==> config.mk <==
export PLATFORM = sky130hd
export DESIGN_NAME = i2c_master_transfer_sequencer
export DESIGN_NICKNAME = d
export VERILOG_FILES = /design/src/hw/rtl/i2cmts_pkg.sv /design/src/hw/rtl/i2c_master_transfer_sequencer.sv
export SDC_FILE = /design/constraint.sdc
export NUM_CORES = 1
export LEC_CHECK = 0
export ABC_AREA = 0
export BUFFER_PORTS_ARGS = -buffer_cell sky130_fd_sc_hd__buf_2
export CORE_ASPECT_RATIO = 1.2
export CORE_UTILIZATION = 45
export CTS_BUF_LIST = sky130_fd_sc_hd__clkbuf_4
export DETAILED_ROUTE_END_ITERATION = 6
export HOLD_SLACK_MARGIN = 0.15
export SETUP_SLACK_MARGIN = 0.4
export SYNTH_ARGS = -nofsm -noshare
export SYNTH_HDL_FRONTEND = slang
export SYNTH_SLANG_ARGS = --single-unit
==> constraint.sdc <==
create_clock -name clk -period 4.5 [get_ports clk]
set_input_delay 0.9 -clock clk [delete_from_list [all_inputs] [get_ports clk]]
set_output_delay 0.9 -clock clk [all_outputs]
set_load 0.02 [all_outputs]
==> src/hw/rtl/i2cmts_pkg.sv <==
// Package with the types, codes and helpers of the I2C master transfer sequencer.
package i2cmts_pkg;

  localparam int WRITE_DEPTH = 16;
  localparam int SLOT_W      = $clog2(WRITE_DEPTH);
  localparam int WCNT_W      = 5;
  localparam int RCNT_W      = 16;
  localparam int BYTE_W      = 8;
  localparam int PHASE_W     = 3;
  localparam int IN_DATA_W   = 48;
  localparam int OUT_DATA_W  = 48;

  typedef enum logic [1:0] {
    CMD_LOAD  = 2'd0,
    CMD_START = 2'd1,
    CMD_EVENT = 2'd2,
    CMD_CLEAR = 2'd3
  } command_t;

  typedef enum logic [6:0] {
    PH_IDLE     = 7'b000_0001,
    PH_START    = 7'b000_0010,
    PH_REPSTART = 7'b000_0100,
    PH_ADDRESS  = 7'b000_1000,
    PH_SEND     = 7'b001_0000,
    PH_RECEIVE  = 7'b010_0000,
    PH_ERROR    = 7'b100_0000
  } phase_t;

  localparam logic [PHASE_W-1:0] CODE_IDLE     = 3'd0;
  localparam logic [PHASE_W-1:0] CODE_START    = 3'd1;
  localparam logic [PHASE_W-1:0] CODE_REPSTART = 3'd2;
  localparam logic [PHASE_W-1:0] CODE_ADDRESS  = 3'd3;
  localparam logic [PHASE_W-1:0] CODE_SEND     = 3'd4;
  localparam logic [PHASE_W-1:0] CODE_RECEIVE  = 3'd5;
  localparam logic [PHASE_W-1:0] CODE_ERROR    = 3'd6;

  function automatic logic [PHASE_W-1:0] phase_code(phase_t ph);
    logic [PHASE_W-1:0] code;
    unique case (ph)
      PH_IDLE:     code = CODE_IDLE;
      PH_START:    code = CODE_START;
      PH_REPSTART: code = CODE_REPSTART;
      PH_ADDRESS:  code = CODE_ADDRESS;
      PH_SEND:     code = CODE_SEND;
      PH_RECEIVE:  code = CODE_RECEIVE;
      PH_ERROR:    code = CODE_ERROR;
      default:     code = CODE_IDLE;
    endcase
    return code;
  endfunction

endpackage

==> src/hw/rtl/i2c_master_transfer_sequencer.sv <==
// Top level of the I2C master transfer sequencer: input register, phase logic, result register.
//
//  Channel | Signals                      | Carries
//  --------+------------------------------+------------------------------------------
//  s       | s_tvalid s_tready s_tdata    | commands and peripheral event flags
//          | s_tuser                      | command kind
//  m       | m_tvalid m_tready m_tdata    | one result per command
//
// Each transfer passes the input register and then the result register, whose
// output is offered on the m side; one transfer is taken per cycle while the m side
// does not stall, bounded by the combinational phase decision that reads and updates
// the sequencer state.
// Reset clears the phase, the counters and both valid flags; the write buffer is
// not cleared. A stall on the m side holds the result and, once the input register
// is also full, drops s_tready.
module i2c_master_transfer_sequencer
  import i2cmts_pkg::*;
(
  input  logic                  clk,
  input  logic                  rst,
  input  logic                  s_tvalid,
  output logic                  s_tready,
  // Fields from bit 0: device_address[7:0], write_count[12:8], read_count[28:13],
  // buffer_slot[32:29], data_byte[40:33], start_sent[41], address_done[42],
  // transmit_empty[43], transfer_finished[44], receive_full[45], bus_fault[46].
  input  logic [IN_DATA_W-1:0]  s_tdata,
  // Fields from bit 0: command[1:0].
  input  logic [1:0]            s_tuser,
  output logic                  m_tvalid,
  input  logic                  m_tready,
  // Fields from bit 0: issue_start[0], issue_stop[1], send_valid[2], send_value[10:3],
  // ack_valid[11], ack_level[12], recv_valid[13], recv_value[21:14],
  // recv_position[37:22], finished[38], phase_now[41:39], failed[42].
  output logic [OUT_DATA_W-1:0] m_tdata
);

  logic                 in_valid;
  logic [IN_DATA_W-1:0] in_data;
  logic [1:0]           in_user;
  logic                 advance;

  phase_t              phase, phase_next, work_phase;
  logic [BYTE_W-1:0]   target_address, target_address_next;
  logic [WCNT_W-1:0]   writes_left, writes_left_next;
  logic [SLOT_W-1:0]   write_position, write_position_next;
  logic [RCNT_W-1:0]   reads_left, reads_left_next;
  logic [RCNT_W-1:0]   read_position, read_position_next;
  logic [BYTE_W-1:0]   write_buffer [WRITE_DEPTH];

  command_t            cmd;
  logic [BYTE_W-1:0]   dev;
  logic [WCNT_W-1:0]   wcnt;
  logic [RCNT_W-1:0]   rcnt;
  logic [SLOT_W-1:0]   slot;
  logic [BYTE_W-1:0]   dbyte;
  logic                sb, addr_ok, txe, btf, rxne, fault;
  logic                buf_we;

  logic                r_start, r_stop, r_send_valid, r_ack_valid, r_ack_level;
  logic                r_recv_valid, r_finished;
  logic [BYTE_W-1:0]   r_send_value, r_recv_value;
  logic [RCNT_W-1:0]   r_recv_position;
  logic [PHASE_W-1:0]  r_phase;
  logic                r_failed;

  assign advance  = in_valid && (!m_tvalid || m_tready);
  assign s_tready = !in_valid || advance;

  always_ff @(posedge clk) begin
    if (rst) begin
      in_valid <= 1'b0;
    end else if (s_tready) begin
      in_valid <= s_tvalid;
    end
    if (s_tready && s_tvalid) begin
      in_data <= s_tdata;
      in_user <= s_tuser;
    end
  end

  assign cmd     = command_t'(in_user);
  assign dev     = in_data[7:0];
  assign wcnt    = in_data[12:8];
  assign rcnt    = in_data[28:13];
  assign slot    = in_data[32:29];
  assign dbyte   = in_data[40:33];
  assign sb      = in_data[41];
  assign addr_ok = in_data[42];
  assign txe     = in_data[43];
  assign btf     = in_data[44];
  assign rxne    = in_data[45];
  assign fault   = in_data[46];

  always_comb begin
    work_phase          = phase;
    target_address_next = target_address;
    writes_left_next    = writes_left;
    write_position_next = write_position;
    reads_left_next     = reads_left;
    read_position_next  = read_position;
    buf_we              = 1'b0;
    r_start             = 1'b0;
    r_stop              = 1'b0;
    r_send_valid        = 1'b0;
    r_send_value        = '0;
    r_ack_valid         = 1'b0;
    r_ack_level         = 1'b0;
    r_recv_valid        = 1'b0;
    r_recv_value        = '0;
    r_recv_position     = '0;
    r_finished          = 1'b0;

    unique case (cmd)
      CMD_LOAD: begin
        buf_we = 1'b1;
      end
      CMD_START: begin
        if (phase == PH_IDLE) begin
          target_address_next = dev;
          writes_left_next    = (wcnt > WCNT_W'(WRITE_DEPTH)) ? WCNT_W'(WRITE_DEPTH) : wcnt;
          write_position_next = '0;
          reads_left_next     = rcnt;
          read_position_next  = '0;
          work_phase          = PH_START;
          r_start             = 1'b1;
        end
      end
      CMD_EVENT: begin
        if (phase != PH_IDLE) begin
          if (fault) begin
            r_stop     = 1'b1;
            work_phase = PH_ERROR;
          end else begin
            unique case (phase)
              PH_START: begin
                if (sb) begin
                  r_send_valid = 1'b1;
                  r_send_value = {target_address[7:1], 1'b0};
                  work_phase   = PH_ADDRESS;
                end
              end
              PH_REPSTART: begin
                if (sb) begin
                  r_send_valid = 1'b1;
                  r_send_value = {target_address[7:1], 1'b1};
                  work_phase   = PH_ADDRESS;
                end
              end
              PH_ADDRESS: begin
                if (addr_ok) begin
                  if (writes_left != '0) begin
                    work_phase = PH_SEND;
                  end else if (reads_left != '0) begin
                    r_ack_valid = 1'b1;
                    if (reads_left == RCNT_W'(1)) begin
                      r_stop = 1'b1;
                    end else begin
                      r_ack_level = 1'b1;
                    end
                    work_phase = PH_RECEIVE;
                  end else begin
                    r_stop     = 1'b1;
                    r_finished = 1'b1;
                    work_phase = PH_IDLE;
                  end
                end
              end
              PH_SEND: begin
                if (txe) begin
                  if (writes_left != '0) begin
                    writes_left_next    = writes_left - WCNT_W'(1);
                    r_send_valid        = 1'b1;
                    r_send_value        = write_buffer[write_position];
                    write_position_next = write_position + SLOT_W'(1);
                  end else if (reads_left != '0) begin
                    r_start    = 1'b1;
                    work_phase = PH_REPSTART;
                  end else if (btf) begin
                    r_stop     = 1'b1;
                    r_finished = 1'b1;
                    work_phase = PH_IDLE;
                  end
                end
              end
              PH_RECEIVE: begin
                if (rxne) begin
                  r_recv_valid       = 1'b1;
                  r_recv_value       = dbyte;
                  r_recv_position    = read_position;
                  read_position_next = read_position + RCNT_W'(1);
                  if (reads_left > RCNT_W'(2)) begin
                    reads_left_next = reads_left - RCNT_W'(1);
                  end else if (reads_left == RCNT_W'(2)) begin
                    reads_left_next = reads_left - RCNT_W'(1);
                    r_ack_valid     = 1'b1;
                    r_stop          = 1'b1;
                  end else begin
                    reads_left_next = '0;
                    r_finished      = 1'b1;
                    work_phase      = PH_IDLE;
                  end
                end
              end
              default: begin
              end
            endcase
          end
        end
      end
      CMD_CLEAR: begin
      end
      default: begin
      end
    endcase

    r_phase    = phase_code(work_phase);
    r_failed   = (work_phase == PH_ERROR);
    phase_next = (cmd == CMD_CLEAR) ? PH_IDLE : work_phase;
  end

  always_ff @(posedge clk) begin
    if (rst) begin
      phase          <= PH_IDLE;
      target_address <= '0;
      writes_left    <= '0;
      write_position <= '0;
      reads_left     <= '0;
      read_position  <= '0;
    end else if (advance) begin
      phase          <= phase_next;
      target_address <= target_address_next;
      writes_left    <= writes_left_next;
      write_position <= write_position_next;
      reads_left     <= reads_left_next;
      read_position  <= read_position_next;
    end
  end

  always_ff @(posedge clk) begin
    if (advance && buf_we) begin
      write_buffer[slot] <= dbyte;
    end
  end

  always_ff @(posedge clk) begin
    if (rst) begin
      m_tvalid <= 1'b0;
    end else if (advance) begin
      m_tvalid <= 1'b1;
    end else if (m_tready) begin
      m_tvalid <= 1'b0;
    end
    if (advance) begin
      m_tdata <= {5'b0, r_failed, r_phase, r_finished, r_recv_position, r_recv_value,
                  r_recv_valid, r_ack_level, r_ack_valid, r_send_value, r_send_valid,
                  r_stop, r_start};
    end
  end

`ifndef NO_ASSERTIONS
  a_failed_is_error: assert property (@(posedge clk) disable iff (rst)
    m_tvalid |-> (m_tdata[42] == (m_tdata[41:39] == CODE_ERROR)))
    else $error("Failed flag disagrees with the reported phase.");

  a_no_start_and_stop: assert property (@(posedge clk) disable iff (rst)
    m_tvalid |-> !(m_tdata[0] && m_tdata[1]))
    else $error("Start and stop issued in the same result.");

  a_recv_in_receive: assert property (@(posedge clk) disable iff (rst)
    (m_tvalid && m_tdata[13]) |->
      (m_tdata[41:39] == CODE_RECEIVE || m_tdata[41:39] == CODE_IDLE))
    else $error("Received byte delivered outside the receive phase.");

  a_stall_holds_input: assert property (@(posedge clk) disable iff (rst)
    (in_valid && m_tvalid && !m_tready) |=> (in_valid && $stable(in_data)))
    else $error("Input register lost a transfer while the output stalled.");
`endif

endmodule
==> results of run 1 <==
-- critical path: stages, from the launching register on --
cell and delay, ps:
dfxtp_1 360, inv_1 130, ha_1 230, or4b_2 600, nor4_1 700, nor2_1 180
a22o_1 280, a31oi_4 260, a21oi_1 110, a211oi_1 320
-- worst paths after layout --
kind                            cells after the start                          end                        from
worst min register to register                      1  reads_left[11]$_SDFFE_PP0P_       in_data[24]$_DFFE_PP_
worst max-delay path                                9        m_tdata[39]$_DFFE_PP_  reads_left[0]$_SDFFE_PP0P_
worst min-delay path                                1         in_data[6]$_DFFE_PP_                  s_tdata[6]
worst max register to register                      9        m_tdata[39]$_DFFE_PP_  reads_left[0]$_SDFFE_PP0P_
-- routing by layer --
| layer | vias up | part of all wire (%) | wire length [um] |
|---|---|---|---|
| li1 | 3421 | - | - |
| met1 | 3553 | 38 | 9620 |
| met2 | 230 | 52 | 13100 |
| met3 | 61 | 5.9 | 1480 |
| met4 | 0 | 3.3 | 821 |
| met5 | - | 0 | 0 |
-- flip-flops by register name, summed over array words and instances, names as in the netlist, named ones only --
name and flops:
in_valid 1, m_tdata 43, m_tvalid 1, in_data 46, phase 7, cmd 2, writes_left 5, reads_left 16
write_buffer 128, read_position 16, write_position 4, target_address 7
-- final cells by class --
| type | instances | area, um2 | area share [%] |
|---|---|---|---|
| sequential | 280 | 7800 | 58.4 |
| multi-input combinational | 465 | 3560 | 26.7 |
| clock buffer | 111 | 833 | 6.24 |
| timing repair buffer | 112 | 601 | 4.50 |
| tap | 330 | 413 | 3.09 |
| inverter | 20 | 75.1 | 0.562 |
| clock inverter | 14 | 67.6 | 0.506 |
| antenna | 1 | 2.50 | 0.0187 |
-- cell usage after synthesis, drive strengths merged, types with 3 or more instances --
library cell,number,area (um2)
a211oi,6,45.0
a21o,3,22.5
a21oi,32,160
a221oi,4,35.0
a22o,13,114
a22oi,6,45.0
a2bb2oi,5,43.8
a31oi,5,46.3
a32oi,4,35.0
and2,24,150
and3,3,18.8
buf,16,85.1
clkbuf,25,93.8
dfxtp,61,1220
edfxtp,219,6580
ha,11,138
inv,20,75.1
mux2i,7,70.1
mux4,40,901
nand2,37,139
nand2b,17,106
nand3,16,80.1
nand3b,3,22.5
nand4,15,93.8
nand4b,3,26.3
nor2,76,285
nor3,31,166
nor3b,5,37.5
nor4,15,93.8
nor4b,3,26.3
o21a,3,22.5
o21ai,18,93.8
or2,3,21.3
or4,4,37.5
xnor2,23,201
xor2,6,52.6
-- power by group through the flow --
stage	clock network, mW	registers, mW	logic [mW]
finish	2.12	2.90	0.290
global route	2.34	2.91	0.318
CTS	2.20	2.90	0.292
detailed placement	0	2.96	0.291
global placement	0	2.96	0.288
floorplan	0	2.96	0.183
-- logic make-up after synthesis --
logic type | count (synthesis) | synth area share [%]
buf+inv | 61 | 2.19
xor+xnor | 29 | 2.19
other cells | 1 | 0.0323
flops | 280 | 67.2
simple gates | 262 | 11.8
fa+ha+maj | 11 | 1.19
mux | 49 | 8.57
compound gates | 109 | 6.84
-- metrics by stage --
stage	std cells	setup slack, ps
floorplan	806	865
global placement	1207	1160
detailed placement	1207	1120
CTS	1332	1070
global route	1333	822
finish	1333	1110
==> results_dict.tcl, run 1 <==
set metrics [dict create \
    cts-resized-gates 0 \
    vias 7265 \
    dpl-instance-area_mm2 0.0125 \
    start_util_pct 45.7 \
    finalNetCount 1015 \
    busiest_layer "met2" \
    ant_nets 0 \
    synth_flop_cell "edfxtp_1" \
    firstDrtPassIters 5 \
    htreeDepth 3 \
    critPathCaptureType "flop" \
    outcome "complete, no violations" \
    p_switching_mw 1.23 \
    met3_usage_pct 5.19 \
    fp.dieH_um 178 \
    worst-slew-pin-transition_ps 1110 \
    grt_pass1_wl_mm 38.8 \
    clockPowerShare_pct 39.9 \
    max_slew_margin_pct 26.0 \
    critPathLaunchType "flop" \
    hold_viol 0 \
    ys_types 61 \
    yosysWarnings 0 \
    cts_setup_buffers 0 \
    p_seq_share_pct 54.7 \
    setup_violations 0 \
    die_x_um 149 \
    rrSetupSlack_ps 1110 \
    dp_hpwl_mm 16.3 \
    row_count 64 \
    met2_usage_pct 34.0 \
    critPathRequiredTime_ps 4960 \
    gp_congestion 0.866 \
    synth_seq_area_share_pct 67.2 \
    routedWlPerCell_um 18.8 \
    rsz0062_at_grt "false" \
    holdWs_ps 398 \
    fillers 2217 \
    final_common_cell "edfxtp_1" \
    crit_type "flop to flop" \
    drive_above_1_share_pct 29.2 \
    maxSlewViolCount 0 \
    io_buffers 96 \
    final_cell_area_mm2 0.0134 \
    p_int_mw 4.08 \
    fin_crit_ps 3390 \
    die_area_mm2 0.0264 \
    ir_worst_vdd_v 0.000275 \
    fin_crit_sh_pct 75.4 \
    final_cell_mix "edfxtp_1, clkbuf_4, buf_2" \
    drtIter0Drc 492 \
    drc_errors 0 \
    combPwrFrac_pct 5.5 \
    antenna_found_initial 1 \
    ctsLongestPathBuffers 3 \
    cts_hold_buf 0 \
    synth.avg_cell_area_um2 14.5 \
    fin_tns_setup_ps 0 \
    finalClockSkew_ps 53.6 \
    routed_wl_mm 25.0 \
    cts_tree "built" \
    grt_overflow_total 0 \
    use_met1_pct 22.1 \
    power_mw 5.31 \
    vias_per_cell 5.45 \
    synth-edff-count 219 \
    grt_max_degree 49 \
    ios 104 \
    p_leak_nw 4.52 \
    grt_pass1_vias 7144 \
    power_density_mw_per_mm2 398 \
    grt_usage_pct 19.6 \
    final_util_pct 52.6 \
    cp_max_fo 6 \
    syn_area_mm2 0.0116 \
    maxCapViolCount 0 \
    syn_to_final_growth_pct 15.1 \
    arrival_ps 3850 \
    netSwitchingFraction_pct 23.2 \
    clkSinkCount 280 \
    async_flop_share_pct 0 \
    cts-buffers-inserted 71 \
    cts_root_buffer "clkbuf_4" \
    max_freq_mhz 295 \
    clkTransAtPathRegs_ps 70 \
    synthCells 802 \
    synth_seq_cells 280 \
    core_mm2 0.0254 \
    hold_path_class "input port to flop" \
    clk_latency_ps 670 \
]
Power figures use the tool's default switching activity.
==> inputs of run 2 (changes only) <==
clock period = 3.52 ns   (was 4.5 ns; I/O delays follow)
==> run 2 against run 1 <==
Net effect: non-clock buffer count grew 39; largest cell class unchanged; hold slack lost 190 ps; final cell count grew 3.4%; largest power group unchanged; critical path type unchanged; sequential power grew 28%.
==> results_dict.tcl, run 2 (same netlist as run 1, synthesis figures left out) <==
set metrics [dict create \
    cts-buffers-inserted 74 \
    r2r-start "reads_left[12]$_SDFFE_PP0P_" \
    dp_slack_ps 387 \
    r2r-end "m_tdata[40]$_DFFE_PP_" \
    fin_crit_ps 3060 \
    die_area_mm2 0.0264 \
    max_slew_margin_pct 51.7 \
    netSwitchingFraction_pct 23.3 \
    p_seq_share_pct 53.8 \
    core_mm2 0.0254 \
    hold_path_class "input port to flop" \
    largest_reg_flops 128 \
    ios 104 \
    worst-slew-pin-transition_ps 724 \
    final_cell_area_mm2 0.0138 \
    grt_overflow_total 0 \
    maxSlewViolCount 0 \
    vias 7293 \
    r2r_cells 8 \
    grt_usage_pct 19.9 \
    dp_cells 1230 \
    clk_latency_ps 680 \
    final_cell_mix "edfxtp_1, clkbuf_4, buf_2" \
    ant_nets 0 \
    max_freq_mhz 327 \
    dp_hpwl_mm 16.8 \
    hold_viol 0 \
    antenna_found_initial 1 \
    gp_congestion 0.886 \
    ctsLongestPathBuffers 3 \
    die_x_um 149 \
    grt_pass1_wl_mm 39.5 \
    htreeDepth 3 \
    p_switching_mw 1.61 \
    row_count 64 \
    fp.dieH_um 178 \
    grt_pass1_vias 7456 \
    clkTransAtPathRegs_ps 60 \
    power_mw 6.89 \
    dpl-instance-area_mm2 0.0126 \
    combPwrFrac_pct 5.9 \
    cp_max_fo 5 \
    ir_worst_vdd_v 0.000370 \
    timing.final.ws_setup_ps 463 \
    critPathLaunchType "flop" \
    start_util_pct 45.7 \
    grt_max_degree 49 \
    drc_errors 0 \
    drive_above_1_share_pct 31.4 \
    firstDrtPassIters 5 \
    cts_root_buffer "clkbuf_4" \
    io_buffers 96 \
    p_int_mw 5.29 \
    critPathRequiredTime_ps 3920 \
    setup_violations 0 \
    routed_wl_mm 25.3 \
    routedWlPerCell_um 18.4 \
    fin_tns_setup_ps 0 \
    maxCapViolCount 0 \
    critPathCaptureType "flop" \
    cp-startpoint "reads_left[12]$_SDFFE_PP0P_" \
    finalNetCount 1057 \
    outcome "complete, no violations" \
    power_density_mw_per_mm2 501 \
    arrival_ps 3460 \
    top_regs "write_buffer: 128 flops, in_data: 46 flops, m_tdata: 43 flops" \
    crit_end "m_tdata[40]$_DFFE_PP_" \
    clkSinkCount 280 \
    drtIter0Drc 432 \
    final_common_cell "edfxtp_1" \
    rsz0062_at_grt "false" \
    cts_tree "built" \
    p_leak_nw 4.72 \
    fillers 2151 \
    vias_per_cell 5.29 \
    fin_cells 1378 \
    crit_type "flop to flop" \
    clockPowerShare_pct 40.3 \
    rrSetupSlack_ps 460 \
    finalClockSkew_ps 61.7 \
    fin_crit_sh_pct 86.8 \
    syn_to_final_growth_pct 18.6 \
    largest-register "write_buffer" \
]
[run 2: cell types whose count changed in the layout (fill, tap and decap cells not counted), sizes merged]
cell and delta:
clkbuf +3, clkinv +1, dlygate4sd3 +10, clkinvlp +2, buf +29
[run 2: critical path: stages, from the launching register on]
cell and delay [ps]:
dfxtp_1 320, or4_4 550, or2_4 260, or3b_4 410, a2111o_4 490, o41ai_4 460
buf_4 180, nand3b_1 90, a21oi_1 70
[run 2: layer usage]
metal  routed length [um]  GRT usage [%]  part of all wire (%)
met1                10100           22.7                    40
met5                    0              0                     0
met4                  545           7.73                   2.2
met2                13500           35.8                    53
met3                 1140           4.50                   4.5
[run 2: timing repair]
item                       4_1_cts  5_1_grt
pin swaps                        1        9
buffers inserted                 0        6
resized for setup                1        5
hold endpoints to repair         9        1
setup endpoints to repair        2        4
hold buffers                     9        1
[run 2: how the worst min path moves through the flow]
stage / endpoint / cells past startpoint / start / slack, ps
6_report: in_data[46]$_DFFE_PP_ / 1 / s_tdata[46] / 210
5_1_grt: in_data[1]$_DFFE_PP_ / 1 / s_tdata[1] / 150
4_1_cts: in_data[16]$_DFFE_PP_ / 1 / s_tdata[16] / 150
3_5_place_dp: reads_left[8]$_SDFFE_PP0P_ / 1 / in_data[21]$_DFFE_PP_ / 460
3_3_place_gp: writes_left[4]$_SDFFE_PP0P_ / 2 / writes_left[4]$_SDFFE_PP0P_ / 450
2_1_floorplan: writes_left[4]$_SDFFE_PP0P_ / 2 / writes_left[4]$_SDFFE_PP0P_ / 430
[run 2: area by class of cell]
type                       count  area [um2]  area share, %
sequential                   280        7800           56.7
multi-input combinational    465        3580           26.0
timing repair buffer         151         931           6.77
clock buffer                 114         856           6.22
tap                          330         413           3.00
clock inverter                17        91.3          0.664
inverter                      20        78.8          0.573
antenna                        1        2.50         0.0182
[run 2: power groups by stage]
stage | Combinational (mW) | Sequential [mW] | Clock (mW)
5_1_grt | 0.446 | 3.72 | 3.07
2_1_floorplan | 0.234 | 3.78 | 0
4_1_cts | 0.400 | 3.71 | 2.89
6_report | 0.403 | 3.71 | 2.78
3_3_place_gp | 0.386 | 3.78 | 0
3_5_place_dp | 0.389 | 3.78 | 0
[run 2: metrics by stage]
stage,util (%),hold WS [ps]
after floorplan,-,432
after global placement,49.8,447
after detailed placement,49.8,455
after CTS,53.9,152
after global routing,54.2,153
final,54.2,213
